==> src/sv/hcb_pkg.sv <==
// ============================================================================
// Huffman code builder package
// Shared widths, action and status codes, and controller/datapath bundles.
// ============================================================================
package hcb_pkg;

    localparam int SYMBOLS_DEF      = 256;
    localparam int COUNT_BITS_DEF   = 32;
    localparam int MAX_CODE_LEN_DEF = 48;

    localparam int ACTION_W = 2;
    localparam int SAMPLE_W = 8;
    localparam int CODE_W   = 48;
    localparam int LEN_W    = 6;
    localparam int NSYM_W   = 9;
    localparam int STATUS_W = 2;

    localparam logic [ACTION_W-1:0] ACT_COUNT  = 2'd0;
    localparam logic [ACTION_W-1:0] ACT_BUILD  = 2'd1;
    localparam logic [ACTION_W-1:0] ACT_ENCODE = 2'd2;

    localparam logic [STATUS_W-1:0] ST_OK     = 2'd0;
    localparam logic [STATUS_W-1:0] ST_EMPTY  = 2'd1;
    localparam logic [STATUS_W-1:0] ST_LONG   = 2'd2;
    localparam logic [STATUS_W-1:0] ST_UNSEEN = 2'd3;

    // Commands from the controller to the datapath.
    typedef struct packed {
        logic load;
        logic cnt_rd;
        logic cnt_wr;
        logic enc_rd;
        logic enc_out;
        logic hist;
        logic scan_init;
        logic scan;
        logic mrg_a;
        logic mrg_b;
        logic mrg_n;
        logic leaf_rd;
        logic step;
        logic fin;
    } t_cmd;

    // Status from the datapath to the controller.
    typedef struct packed {
        logic hist_done;
        logic n_zero;
        logic scan_done;
        logic merges_done;
        logic step_cond;
        logic leaf_last;
        logic out_free;
    } t_stat;

endpackage

==> src/sv/hcb_ctrl.sv <==
// ============================================================================
// Huffman code builder controller
// Sequences counting, encoding and the histogram, merge and walk phases.
// ============================================================================
module hcb_ctrl (
    input  logic                          i_clk,
    input  logic                          i_rst_n,
    input  logic                          i_in_valid,
    input  logic [hcb_pkg::ACTION_W-1:0]  i_in_action,
    input  hcb_pkg::t_stat                i_stat,
    output hcb_pkg::t_cmd                 o_cmd,
    output logic                          o_in_ready
);

    localparam logic [3:0] S_IDLE      = 4'd0;
    localparam logic [3:0] S_CNT_RD    = 4'd1;
    localparam logic [3:0] S_CNT_WR    = 4'd2;
    localparam logic [3:0] S_ENC_RD    = 4'd3;
    localparam logic [3:0] S_ENC_OUT   = 4'd4;
    localparam logic [3:0] S_HIST      = 4'd5;
    localparam logic [3:0] S_SCAN_INIT = 4'd6;
    localparam logic [3:0] S_SCAN      = 4'd7;
    localparam logic [3:0] S_MRG_A     = 4'd8;
    localparam logic [3:0] S_MRG_B     = 4'd9;
    localparam logic [3:0] S_MRG_N     = 4'd10;
    localparam logic [3:0] S_LEAF_RD   = 4'd11;
    localparam logic [3:0] S_STEP      = 4'd12;
    localparam logic [3:0] S_FIN       = 4'd13;

    logic [3:0] r_state;
    logic [3:0] n_state;

    always_ff @(posedge i_clk) begin
        if (!i_rst_n) begin
            r_state <= S_IDLE;
        end else begin
            r_state <= n_state;
        end
    end

    always_comb begin
        n_state    = r_state;
        o_cmd      = '0;
        o_in_ready = 1'b0;
        unique case (r_state)
            S_IDLE: begin
                o_in_ready = 1'b1;
                if (i_in_valid) begin
                    o_cmd.load = 1'b1;
                    unique case (i_in_action)
                        hcb_pkg::ACT_COUNT:  n_state = S_CNT_RD;
                        hcb_pkg::ACT_BUILD:  n_state = S_HIST;
                        hcb_pkg::ACT_ENCODE: n_state = S_ENC_RD;
                        default:             n_state = S_IDLE;
                    endcase
                end
            end
            S_CNT_RD: begin
                o_cmd.cnt_rd = 1'b1;
                n_state      = S_CNT_WR;
            end
            S_CNT_WR: begin
                o_cmd.cnt_wr = 1'b1;
                n_state      = S_IDLE;
            end
            S_ENC_RD: begin
                o_cmd.enc_rd = 1'b1;
                n_state      = S_ENC_OUT;
            end
            S_ENC_OUT: begin
                if (i_stat.out_free) begin
                    o_cmd.enc_out = 1'b1;
                    n_state       = S_IDLE;
                end
            end
            S_HIST: begin
                o_cmd.hist = 1'b1;
                if (i_stat.hist_done) begin
                    n_state = i_stat.n_zero ? S_FIN : S_SCAN_INIT;
                end
            end
            S_SCAN_INIT: begin
                o_cmd.scan_init = 1'b1;
                n_state = i_stat.merges_done ? S_LEAF_RD : S_SCAN;
            end
            S_SCAN: begin
                o_cmd.scan = 1'b1;
                if (i_stat.scan_done) begin
                    n_state = S_MRG_A;
                end
            end
            S_MRG_A: begin
                o_cmd.mrg_a = 1'b1;
                n_state     = S_MRG_B;
            end
            S_MRG_B: begin
                o_cmd.mrg_b = 1'b1;
                n_state     = S_MRG_N;
            end
            S_MRG_N: begin
                o_cmd.mrg_n = 1'b1;
                n_state     = S_SCAN_INIT;
            end
            S_LEAF_RD: begin
                o_cmd.leaf_rd = 1'b1;
                n_state       = S_STEP;
            end
            S_STEP: begin
                o_cmd.step = 1'b1;
                if (!i_stat.step_cond) begin
                    n_state = i_stat.leaf_last ? S_FIN : S_LEAF_RD;
                end
            end
            S_FIN: begin
                if (i_stat.out_free) begin
                    o_cmd.fin = 1'b1;
                    n_state   = S_IDLE;
                end
            end
            default: n_state = S_IDLE;
        endcase
    end

endmodule

==> config.mk <==
export PLATFORM = sky130hd
export DESIGN_NAME = hcb_ctrl
export DESIGN_NICKNAME = d
export VERILOG_FILES = /design/src/sv/hcb_pkg.sv /design/src/sv/hcb_ctrl.sv
export SDC_FILE = /design/constraint.sdc
export NUM_CORES = 1
export LEC_CHECK = 0
export BUFFER_PORTS_ARGS = -buffer_cell sky130_fd_sc_hd__buf_4
export CAP_MARGIN = 30
export CORE_MARGIN = 2
export CORE_UTILIZATION = 50
export DETAILED_ROUTE_END_ITERATION = 12
export PLACE_DENSITY = 0.83
export SLEW_MARGIN = 0
export SYNTH_ARGS = -nofsm -noshare
export SYNTH_HDL_FRONTEND = slang
export SYNTH_SLANG_ARGS = --single-unit
export TNS_END_PERCENT = 10
==> constraint.sdc <==
create_clock -name i_clk -period 3.74 [get_ports i_clk]
set_input_delay 0.187 -clock i_clk [delete_from_list [all_inputs] [get_ports i_clk]]
set_output_delay 0.187 -clock i_clk [all_outputs]
set_load 0.01 [all_outputs]
; ---- Yosys cells after proc, flatten, opt, wreduce, memory -nomap -nowiden
; Cells that the tools add are included.
[word_totals]
register_bits = 4
input_bits = 12
output_inout_bits = 15
elab_cells = 52
[op_classes]
eq_ne = 20
muxes = 27
n_reduce_logical = 4
[ops]
columns = cell, count
row1 = one-hot mux 4 bit (12 select lines), 1
row2 = 2-to-1 mux 4 bit, 7
row3 = equality test 4 bit (second input constant), 6
row4 = 2-to-1 mux 1 bit, 17
row5 = equality test 4 x 3 -> 1 bit (second input constant), 4
row6 = one-hot mux 3 bit (3 select lines), 1
row7 = equality test 4 x 2 -> 1 bit (second input constant), 2
row8 = != test 2 bit (second input constant), 4
row9 = AND reduction 5 bit, 1
row10 = equality test 4 x 1 -> 1 bit (second input constant), 1
row11 = zero test 4 bit, 1
row12 = 2-to-1 mux 3 bit, 1
row13 = equality test 2 x 1 -> 1 bit (second input constant), 1
row14 = equality test 2 bit (second input constant), 1
row15 = zero test 2 bit, 1
row16 = != test 2 x 1 -> 1 bit (second input constant), 1
row17 = OR reduction 2 bit, 1

; ---- Longest topological paths before layout
; Gate-level depths: netlist of run 1.
[logic_depth]
ltp_word = 4
mapped_depth = 7
ltp_nobuf = 4

; ---- Worst setup path after synthesis of run 1
; Ideal clock, no wire load.
[synth_path]
path_type = register -> register
from = register r_state[3]
to = register r_state[1]
setup_time_ps = 119
t_arrival_ps = 1376
required_time_ps = 3621
slack_ps = 2246
stages_incl_launch_ff = 6
synth_period_minus_slack_ps = 1494
path_cell_list = dfxtp_1 buf_2 nor4_2 nand2b_1 and4_4 o221a_1
[synth_via]
elab_chain_len = 4
word_cells_on_any_way = 21
classes_between = eq/ne (17) / mux (1) / reduce/logical (3)
[synth_rtl]
columns = item, line_no
row1 = "start, declared", hcb_ctrl.sv:30  ; logic [3:0] r_state;
row2 = "start signal, assigned", hcb_ctrl.sv:37  ; r_state <= n_state;
row3 = equality test 4 bit / equality test 4 x 3 -> 1 bit (equally long branches), hcb_ctrl.sv:45  ; unique case (r_state)
row4 = OR reduction 2 bit (no source line), n/a
row5 = != test 2 x 1 -> 1 bit (no source line), n/a
row6 = AND reduction 5 bit (no source line), n/a
; Several ways; a longest one is shown, not always the timed one.
; A chain may end at the register's enable or synchronous reset.

; ---- Worst setup path in the final report of run 1
[layout_path]
from = register r_state[0]
to = register r_state[2]
; The elaborated chain is that of the path after synthesis.

==> results of run 1 <==
-- cells in the final DEF, fill, tap and decap left out, types with 2 or more instances in the layout --
cell and n:
nand2b_1 5, clkbuf_4 3, nor2_1 8, nand2_1 6
nor3_1 7, nand3_1 2, mux2i_1 2, inv_1 2
dfxtp_1 4, o21ai_0 7, or2b_1 2, and4bb_2 2
nor2b_1 3, and2_1 2, a21oi_1 6, buf_4 26
nor3b_1 2, o21a_1 2
-- where the power goes --
part	total (mW)	internal (mW)	switching, mW
registers	0.108	0.0520	0.0556
logic	0.189	0.109	0.0795
clock network	0.0549	0.0360	0.0189
-- cell type report --
class / instances / area, um2
Multi-Input combinational cell: 74 / 487
Fill cell: 124 / 442
Timing Repair Buffer: 26 / 195
Sequential cell: 4 / 80.1
Clock buffer: 3 / 22.5
Tap cell: 15 / 18.8
Inverter: 2 / 7.51
-- metrics by stage --
| stage | instances | instance area, um2 | total power, mW | worst slack (ps) | utilization |
|---|---|---|---|---|---|
| after global placement | 121 | 788 | 0.290 | 1800 | 0.629 |
| after detailed placement | 121 | 788 | 0.297 | 1750 | 0.629 |
| final | 124 | 811 | 0.351 | 1750 | 0.647 |
| after CTS | 124 | 811 | 0.353 | 1760 | 0.647 |
| after global routing | 124 | 811 | 0.382 | 1660 | 0.647 |
| after floorplan | 89 | 652 | 0.263 | 2250 | - |
-- cells in the mapped netlist, drive strengths merged --
master | n | area (um2)
or2b | 2 | 15.0
a22oi | 1 | 7.51
and2 | 2 | 12.5
o21a | 2 | 15.0
clkbuf | 2 | 27.5
dfxtp | 4 | 80.1
nor2 | 8 | 30.0
o221ai | 1 | 8.76
nor3 | 7 | 35.0
o211ai | 1 | 7.51
o311a | 1 | 10.0
o22a | 1 | 8.76
inv | 2 | 7.51
a31o | 1 | 8.76
nand2 | 6 | 22.5
o32a | 1 | 10.0
nand4b | 1 | 8.76
nand3b | 1 | 7.51
mux2 | 1 | 15.0
nor4bb | 1 | 10.0
nor2b | 3 | 18.8
nor4 | 2 | 18.8
or4b | 1 | 13.8
and4bb | 2 | 25.0
o221a | 1 | 11.3
a21oi | 6 | 30.0
nand3 | 2 | 10.0
and4 | 1 | 11.3
mux2i | 2 | 20.0
buf | 7 | 50.1
nor3b | 2 | 15.0
or3b | 1 | 8.76
nand2b | 5 | 31.3
o21ai | 8 | 40.0
-- cells by family (layout without fill, tap and decap cells) --
group | Yosys count | in the layout
and+or+nand+nor | 47 | 47
AOI/OAI and AO/OA | 24 | 24
buffers and inverters | 11 | 31
DFF | 4 | 4
muxes | 3 | 3
-- metal layers --
metal / global-route usage / vias to the layer above / share of wire
li1: - / 368 / -
met1: 0.274 / 330 / 0.45
met2: 0.363 / 15 / 0.50
met3: 0.0667 / 0 / 0.054
met4: 0.0259 / 0 / 0
met5: 0 / - / 0
-- worst max-delay path by stage --
stage,end,slack [ps],depth (start not counted)
2_1_floorplan,r_state[1],2250,5
3_3_place_gp,r_state[1],1800,4
3_5_place_dp,r_state[2],1750,4
4_1_cts,r_state[2],1760,4
5_1_grt,r_state[2],1660,4
6_report,r_state[2],1750,4
==> reports/metrics.cfg, run 1 <==
[routing]
drtAntennaViolNets = 0
drtPass1Iterations = 4
wire_per_inst_um = 12.4
totalWireLength_um = 1540
drc_errors = 0
drtIter0Drc = 11
routed_via_density = 5.75
dr_total_vias = 713

[synthesis]
synth_compound_area_frac = 0.242
synthSimpleGateAreaFrac = 0.451
synthAdderAreaFrac = 0
yosys_warnings = 0
synth_seq_cells = 4
ys_seq_area_frac = 0.123
synth.avg_cell_area_um2 = 7.32
synthXorXnorAreaFrac = 0
syn_inst = 89
synth_top_family_by_area = simple AND/OR/NAND/NOR gates
syn_nets = 101
synth.distinct_cells = 38
synth_area_um2 = 652
synth.area.mux_share = 0.0537

[global_routing]
grt-ovfl-total = 0
antenna_found_initial = 0
grt_pass1_vias = 543
grt_use_total = 0.216
grt_first_pass_wirelength_um = 2390
grt_max_degree = 28

[sta]
worst_pin_slew_ps = 804
slew_viol_final = 0
hold_viol = 0
rsz0062_at_grt = false
holdWs_ps = 234
setup_violations = 0
max_freq_ghz = 0.502
clock_skew_ps = 8.35
relSlewSlack = 0.463
min_period_ps = 1990
min_period_over_period = 0.533
timing.setup.tns_ps = 0

[setup_path]
critical-path-top-delay-family = flip-flops
cp-startpoint = r_state[0]
start_kind = flip-flop
worstSetupEndpointType = flip-flop
timing.rr.start = r_state[0]
crit_path_max_fanout = 27
crit_slowest_cell = dfxtp_1
worstSetupPathType = flip-flop to flip-flop
worstPathArrival_ps = 2130
reg2reg_to = r_state[2]
worst-path-buf-inv = 0
r2r_setup_slack_ps = 1750
critPathRequiredTime_ps = 3870
reg2reg_depth = 4
max_stage_delay_ps = 830
cp_cell_sequence = mux2_4 -> o32a_1 -> and4_4 -> a31o_1

[clock_tree]
clock-sinks = 4
insertion_delay_ps = 240
cts_buffers = 3
cts_setup_buffers = 0
ctsResizeCount = 0
cts-root-buf = clkbuf_4
clk_pin_slew_worst_paths_ps = 40
cts_tree = built
htreeDepth = 1
postCtsHoldBufs = 0
clock_path_buffers = 2

[place]
port-buffer-count = 26
gp_congestion = 0.768
dp_hpwl_um = 1100

[die]
die_w_um = 40.1
die_area_um2 = 1610
core_um2 = 1250
ios = 27
start_util = 0.520
fp-row-count = 13
die_h_um = 40.1

[layout]
top_register = r_state
layout-drive-gt1-share = 0.321
largest_reg_flops = 4
antennaDiodeCount = 0
area_growth_pct = 24.4
largestRegisters = r_state (4)
nets = 123

[pwr]
leakagePower_nw = 0.323
powerDensity_nw_per_um2 = 433
vdd_ir_drop_max_mv = 0.387

[hold_path]
min-delay-start = i_rst_n
min_path_cells = 2
min_path_type = input pin to flip-flop
hold_end = r_state[2]

[flow_run]
drv_cap = 0

[run_status]
status = finished clean

Note: power is estimated with default switching activity, not from simulation.
==> run 2: changes to the inputs <==
--- a/config.mk
+++ b/config.mk
@@ -8,9 +8,9 @@
 export BUFFER_PORTS_ARGS = -buffer_cell sky130_fd_sc_hd__buf_4
 export CAP_MARGIN = 30
 export CORE_MARGIN = 2
-export CORE_UTILIZATION = 50
+export CORE_UTILIZATION = 46
 export DETAILED_ROUTE_END_ITERATION = 12
-export PLACE_DENSITY = 0.83
+export PLACE_DENSITY = 0.77
 export SLEW_MARGIN = 0
 export SYNTH_ARGS = -nofsm -noshare
 export SYNTH_HDL_FRONTEND = slang
==> constraint.sdc (replaced) <==
create_clock -name i_clk -period 2 [get_ports i_clk]
set_input_delay 0.1 -clock i_clk [delete_from_list [all_inputs] [get_ports i_clk]]
set_output_delay 0.1 -clock i_clk [all_outputs]
set_load 0.01 [all_outputs]
==> reports/metrics.cfg, run 2 (synthesized netlist as in run 1, its figures left out) <==
[routing]
wire_per_inst_um = 12.7  ; +2.0%
wl_met3_um = 75  ; -9.6%
drt-met1-wl_um = 791  ; +15%
totalWireLength_um = 1610  ; +4.5%
wl_met2_um = 733  ; -4.6%
drtIter0Drc = 20  ; +9
drtPass1Iterations = 4  ; unchanged
drc_errors = 0  ; unchanged
drtAntennaViolNets = 0  ; unchanged
routed_via_density = 5.59  ; -2.8%
dr_total_vias = 710  ; -0.42%
top_layer_used = met4

[setup_path]
worstSetupPathType = flip-flop to flip-flop
start_kind = flip-flop
worstPathArrival_ps = 1890  ; -240 ps
worstSetupEndpointType = flip-flop
crit_path_max_fanout = 18  ; -33%
critPathRequiredTime_ps = 2190  ; -1680 ps

[clock_tree]
ctsResizeCount = 0  ; unchanged
clock-sinks = 4  ; unchanged
postCtsHoldBufs = 0  ; unchanged
insertion_delay_ps = 240  ; about the same
cts-root-buf = clkbuf_4
cts_setup_buffers = 0  ; unchanged
cts_tree = built
htreeDepth = 1  ; unchanged
clock_path_buffers = 2  ; unchanged
clk_pin_slew_worst_paths_ps = 40  ; about the same
cts_buffers = 3  ; unchanged

[die]
die_w_um = 41.6  ; +3.8%
die_area_um2 = 1730  ; +7.8%
die_h_um = 41.6  ; +3.8%
start_util = 0.495  ; -0.0257
core_um2 = 1320  ; +5.2%
ios = 27  ; unchanged
fp-row-count = 13  ; unchanged

[layout]
antennaDiodeCount = 0  ; unchanged
layout-drive-gt1-share = 0.339  ; +0.0182
largest_reg_flops = 4  ; unchanged
layoutNonFillerInstCount = 127  ; +2.4%
largestRegisters = r_state (4)
fin_area_um2 = 833  ; +2.8%
nets = 126  ; +2.4%
top_register = r_state
area_growth_pct = 27.8
layout_commonest_cell = buf_4
final_cell_mix = buf_4 (29), nor2_1 (8), nor3_1 (7), o21ai_0 (7)

[pwr]
leakagePower_nw = 0.338  ; +4.9%
vdd_ir_drop_max_mv = 0.422  ; +9.2%
powerDensity_nw_per_um2 = 823  ; +90%
finalPower_uw = 686  ; +95%

[global_routing]
grt_max_degree = 24  ; -14%
grt_use_total = 0.202  ; -0.0137
grt_pass1_vias = 615  ; +13%
grt-ovfl-total = 0  ; unchanged
antenna_found_initial = 0  ; unchanged
grt_first_pass_wirelength_um = 2800  ; +17%

[sta]
rsz0062_at_grt = false
min_period_over_period = 0.852  ; +0.319
relSlewSlack = 0.594  ; +0.131
max_freq_ghz = 0.587  ; +17%
setup_violations = 0  ; unchanged
min_period_ps = 1700  ; -290 ps
worst_pin_slew_ps = 609  ; -195 ps
clock_skew_ps = 5.80  ; -2.54 ps
hold_viol = 0  ; unchanged
timing.setup.tns_ps = 0  ; unchanged
slew_viol_final = 0  ; unchanged

[place]
dp_hpwl_um = 1170  ; +6.8%
gp_congestion = 0.785  ; +2.2%
port-buffer-count = 26  ; unchanged
place_area_um2 = 811  ; +2.9%
dpl.cell_count = 124  ; +2.5%

[hold_path]
min_path_type = input pin to flip-flop

[run_status]
status = finished clean

[flow_run]
drv_cap = 0  ; unchanged

## run 2: metal layers
layer | GRT usage | vias to the layer above
met5 | 0 | -
met4 | 0.0774 | 0
met3 | 0.0522 | 2
met2 | 0.288 | 21
met1 | 0.288 | 314
li1 | - | 373
## run 2: stage by stage
step / worst slack (ps) / hold slack [ps] / utilization
after floorplan: 506 / 234 / -
after global placement: 334 / 377 / 0.615
after detailed placement: 330 / 387 / 0.615
after CTS: 313 / 137 / 0.632
after global routing: 199 / 149 / 0.632
final: 296 / 138 / 0.632
## run 2: where the power goes
group | internal, mW | leakage (nW) | switching [mW]
logic | 0.222 | 0.292 | 0.224
registers | 0.0973 | 0.0327 | 0.0389
clock network | 0.0673 | 0.0138 | 0.0360
total | 0.386 | 0.338 | 0.299
## run 2: critical path, cell delays in order, from the launching register on
cell and delay [ps]:
dfxtp_1 500, buf_4 270, and4bb_2 260, o21ai_1 200, and4_4 260, o221a_1 160
## run 2: path summary, 6_finish.rpt
kind	start	end	slack, ps	depth (start not counted)
setup / recovery	r_state[1]	r_state[1]	300	5
hold / removal	i_rst_n	r_state[2]	140	2
setup reg to reg	r_state[1]	r_state[1]	300	5
hold reg to reg	r_state[3]	r_state[3]	740	2
## run 2: cell type report
type	instances	area [um2]
flip-flops and latches	4	80.1
clock buffers	3	22.5
multi-input cells	74	487
well taps	15	18.8
repair buffers	29	218
fillers	132	484
inverters	2	7.51
==> run 3: changes to the inputs <==
--- a/config.mk
+++ b/config.mk
@@ -7,10 +7,12 @@
 export LEC_CHECK = 0
 export BUFFER_PORTS_ARGS = -buffer_cell sky130_fd_sc_hd__buf_4
 export CAP_MARGIN = 30
+export CELL_PAD_IN_SITES_DETAIL_PLACEMENT = 1
+export CELL_PAD_IN_SITES_GLOBAL_PLACEMENT = 1
 export CORE_MARGIN = 2
-export CORE_UTILIZATION = 46
+export CORE_UTILIZATION = 32
 export DETAILED_ROUTE_END_ITERATION = 12
-export PLACE_DENSITY = 0.77
+export PLACE_DENSITY_LB_ADDON = 0.1
 export SLEW_MARGIN = 0
 export SYNTH_ARGS = -nofsm -noshare
 export SYNTH_HDL_FRONTEND = slang
==> reports/metrics.cfg, run 3 (synthesized netlist as in run 1, its figures left out) <==
[layout]
layout_commonest_cell = buf_4
layoutNonFillerInstCount = 141  ; +11%
area_growth_pct = 32.4
antennaDiodeCount = 0  ; unchanged
largest_reg_flops = 4  ; unchanged
multi_input_area_um2 = 487  ; unchanged
final_cell_mix = buf_4 (31), nor2_1 (8), nor3_1 (7), o21ai_0 (7)
nets = 128  ; +1.6%
fin_area_um2 = 863  ; +3.6%
top_register = r_state
largestRegisters = r_state (4)
n_fill_cell = 263  ; +99%
layout-drive-gt1-share = 0.351  ; +0.0116
final-seq-area_um2 = 80.1  ; unchanged

[clock_tree]
insertion_delay_ps = 230  ; about the same
clock_path_buffers = 2  ; unchanged
htreeDepth = 1  ; unchanged
clk_pin_slew_worst_paths_ps = 40  ; about the same
postCtsHoldBufs = 0  ; unchanged
cts_setup_buffers = 0  ; unchanged
cts-root-buf = clkbuf_4
cts_tree = built
cts_buffers = 3  ; unchanged
clock-sinks = 4  ; unchanged
ctsResizeCount = 0  ; unchanged

[setup_path]
worstSetupPathType = flip-flop to flip-flop
worstPathArrival_ps = 1820  ; -70 ps
worstSetupEndpointType = flip-flop
start_kind = flip-flop
crit_path_max_fanout = 12  ; -6
timing.rr.start = r_state[2]
cp-startpoint = r_state[2]
crit_slowest_cell = or4b_4
cp_cell_sequence = buf_4 -> or4b_4 -> o311a_1 -> and4_4 -> o221a_1
worst-path-buf-inv = 1  ; unchanged
max_stage_delay_ps = 490  ; about the same
critical-path-top-delay-family = simple AND/OR/NAND/NOR gates
critPathRequiredTime_ps = 2120  ; -70 ps

[place]
gp_congestion = 0.762  ; -3.0%
port-buffer-count = 26  ; unchanged
dpl.cell_count = 138  ; +11%
place_area_um2 = 841  ; +3.7%
dp_hpwl_um = 1590  ; +35%

[routing]
wire_per_inst_um = 14.1  ; +12%
drtAntennaViolNets = 0  ; unchanged
routed_via_density = 5.23  ; -6.4%
drtPass1Iterations = 3  ; -1
totalWireLength_um = 2000  ; +24%
drtIter0Drc = 3  ; -85%
dr_total_vias = 738  ; +3.9%
drc_errors = 0  ; unchanged

[global_routing]
grt-ovfl-total = 0  ; unchanged
grt_pass1_vias = 719  ; +17%
grt_use_total = 0.177  ; -0.0250
grt_max_degree = 17  ; -29%
antenna_found_initial = 0  ; unchanged
grt_first_pass_wirelength_um = 3360  ; +20%

[die]
start_util = 0.336  ; -0.159
fp-row-count = 16  ; +3
die_area_um2 = 2410  ; +39%
die_w_um = 49.1  ; +18%
ios = 27  ; unchanged
core_um2 = 1940  ; +47%
die_h_um = 49.1  ; +18%

[pwr]
vdd_ir_drop_max_mv = 0.406  ; -3.9%
leakagePower_nw = 0.349  ; +3.1%
powerDensity_nw_per_um2 = 819  ; -0.55%

[sta]
slew_viol_final = 0  ; unchanged
hold_viol = 0  ; unchanged
clock_skew_ps = 4.25  ; -1.55 ps
max_freq_ghz = 0.589  ; +0.33%
setup_violations = 0  ; unchanged
min_period_ps = 1700  ; -5.68 ps
min_period_over_period = 0.849  ; -0.00284
relSlewSlack = 0.653  ; +0.0595
rsz0062_at_grt = false
worst_pin_slew_ps = 519  ; -89.2 ps
timing.setup.tns_ps = 0  ; unchanged

[run_status]
status = finished clean

[hold_path]
min_path_type = input pin to flip-flop
min-delay-start = i_rst_n

[flow_run]
drv_cap = 0  ; unchanged

run 3: cell types whose count changed in the layout (fill, tap and decap cells not counted), sizes merged:
cell and delta:
buf +2
run 3: path summary, 6_finish.rpt:
| kind | slack (ps) | to | cells after the start |
|---|---|---|---|
| worst min register to register | 730 | r_state[0] | 3 |
| worst min-delay path | 140 | r_state[2] | 2 |
| worst max-delay path | 300 | r_state[1] | 5 |
| worst max register to register | 300 | r_state[1] | 5 |
run 3: report_power, final:
group          internal [mW]  switching, mW
logic                  0.232          0.239
clock network         0.0671         0.0325
registers             0.0973         0.0387
total                  0.397          0.310
run 3: final cells by class:
| type | instances | share of cell area |
|---|---|---|
| sequential | 4 | 0.0928 |
| multi-input combinational | 74 | 0.564 |
| tap | 27 | 0.0391 |
| timing repair buffer | 31 | 0.270 |
| inverter | 2 | 0.00870 |
| clock buffer | 3 | 0.0261 |
run 3: routing by layer:
layer,track usage,part of all wire
met1,0.216,0.44
met2,0.313,0.51
met3,0.0552,0.045
met4,0.0143,0
met5,0,0
run 3: worst register-to-register path, cell delays in order (launching register included):
cell and delay [ps]:
dfxtp_1 400, buf_4 230, or4b_4 490, o311a_1 130
and4_4 150, o221a_1 190
run 3: stage by stage:
stage          setup WS, ps  hold WS, ps  power, mW  utilization
2_1_floorplan           506          234      0.492            -
3_3_place_gp            341          376      0.597        0.433
3_5_place_dp            302          382      0.616        0.433
4_1_cts                 296          142      0.718        0.445
5_1_grt                 223          156      0.776        0.445
6_report                301          141      0.707        0.445
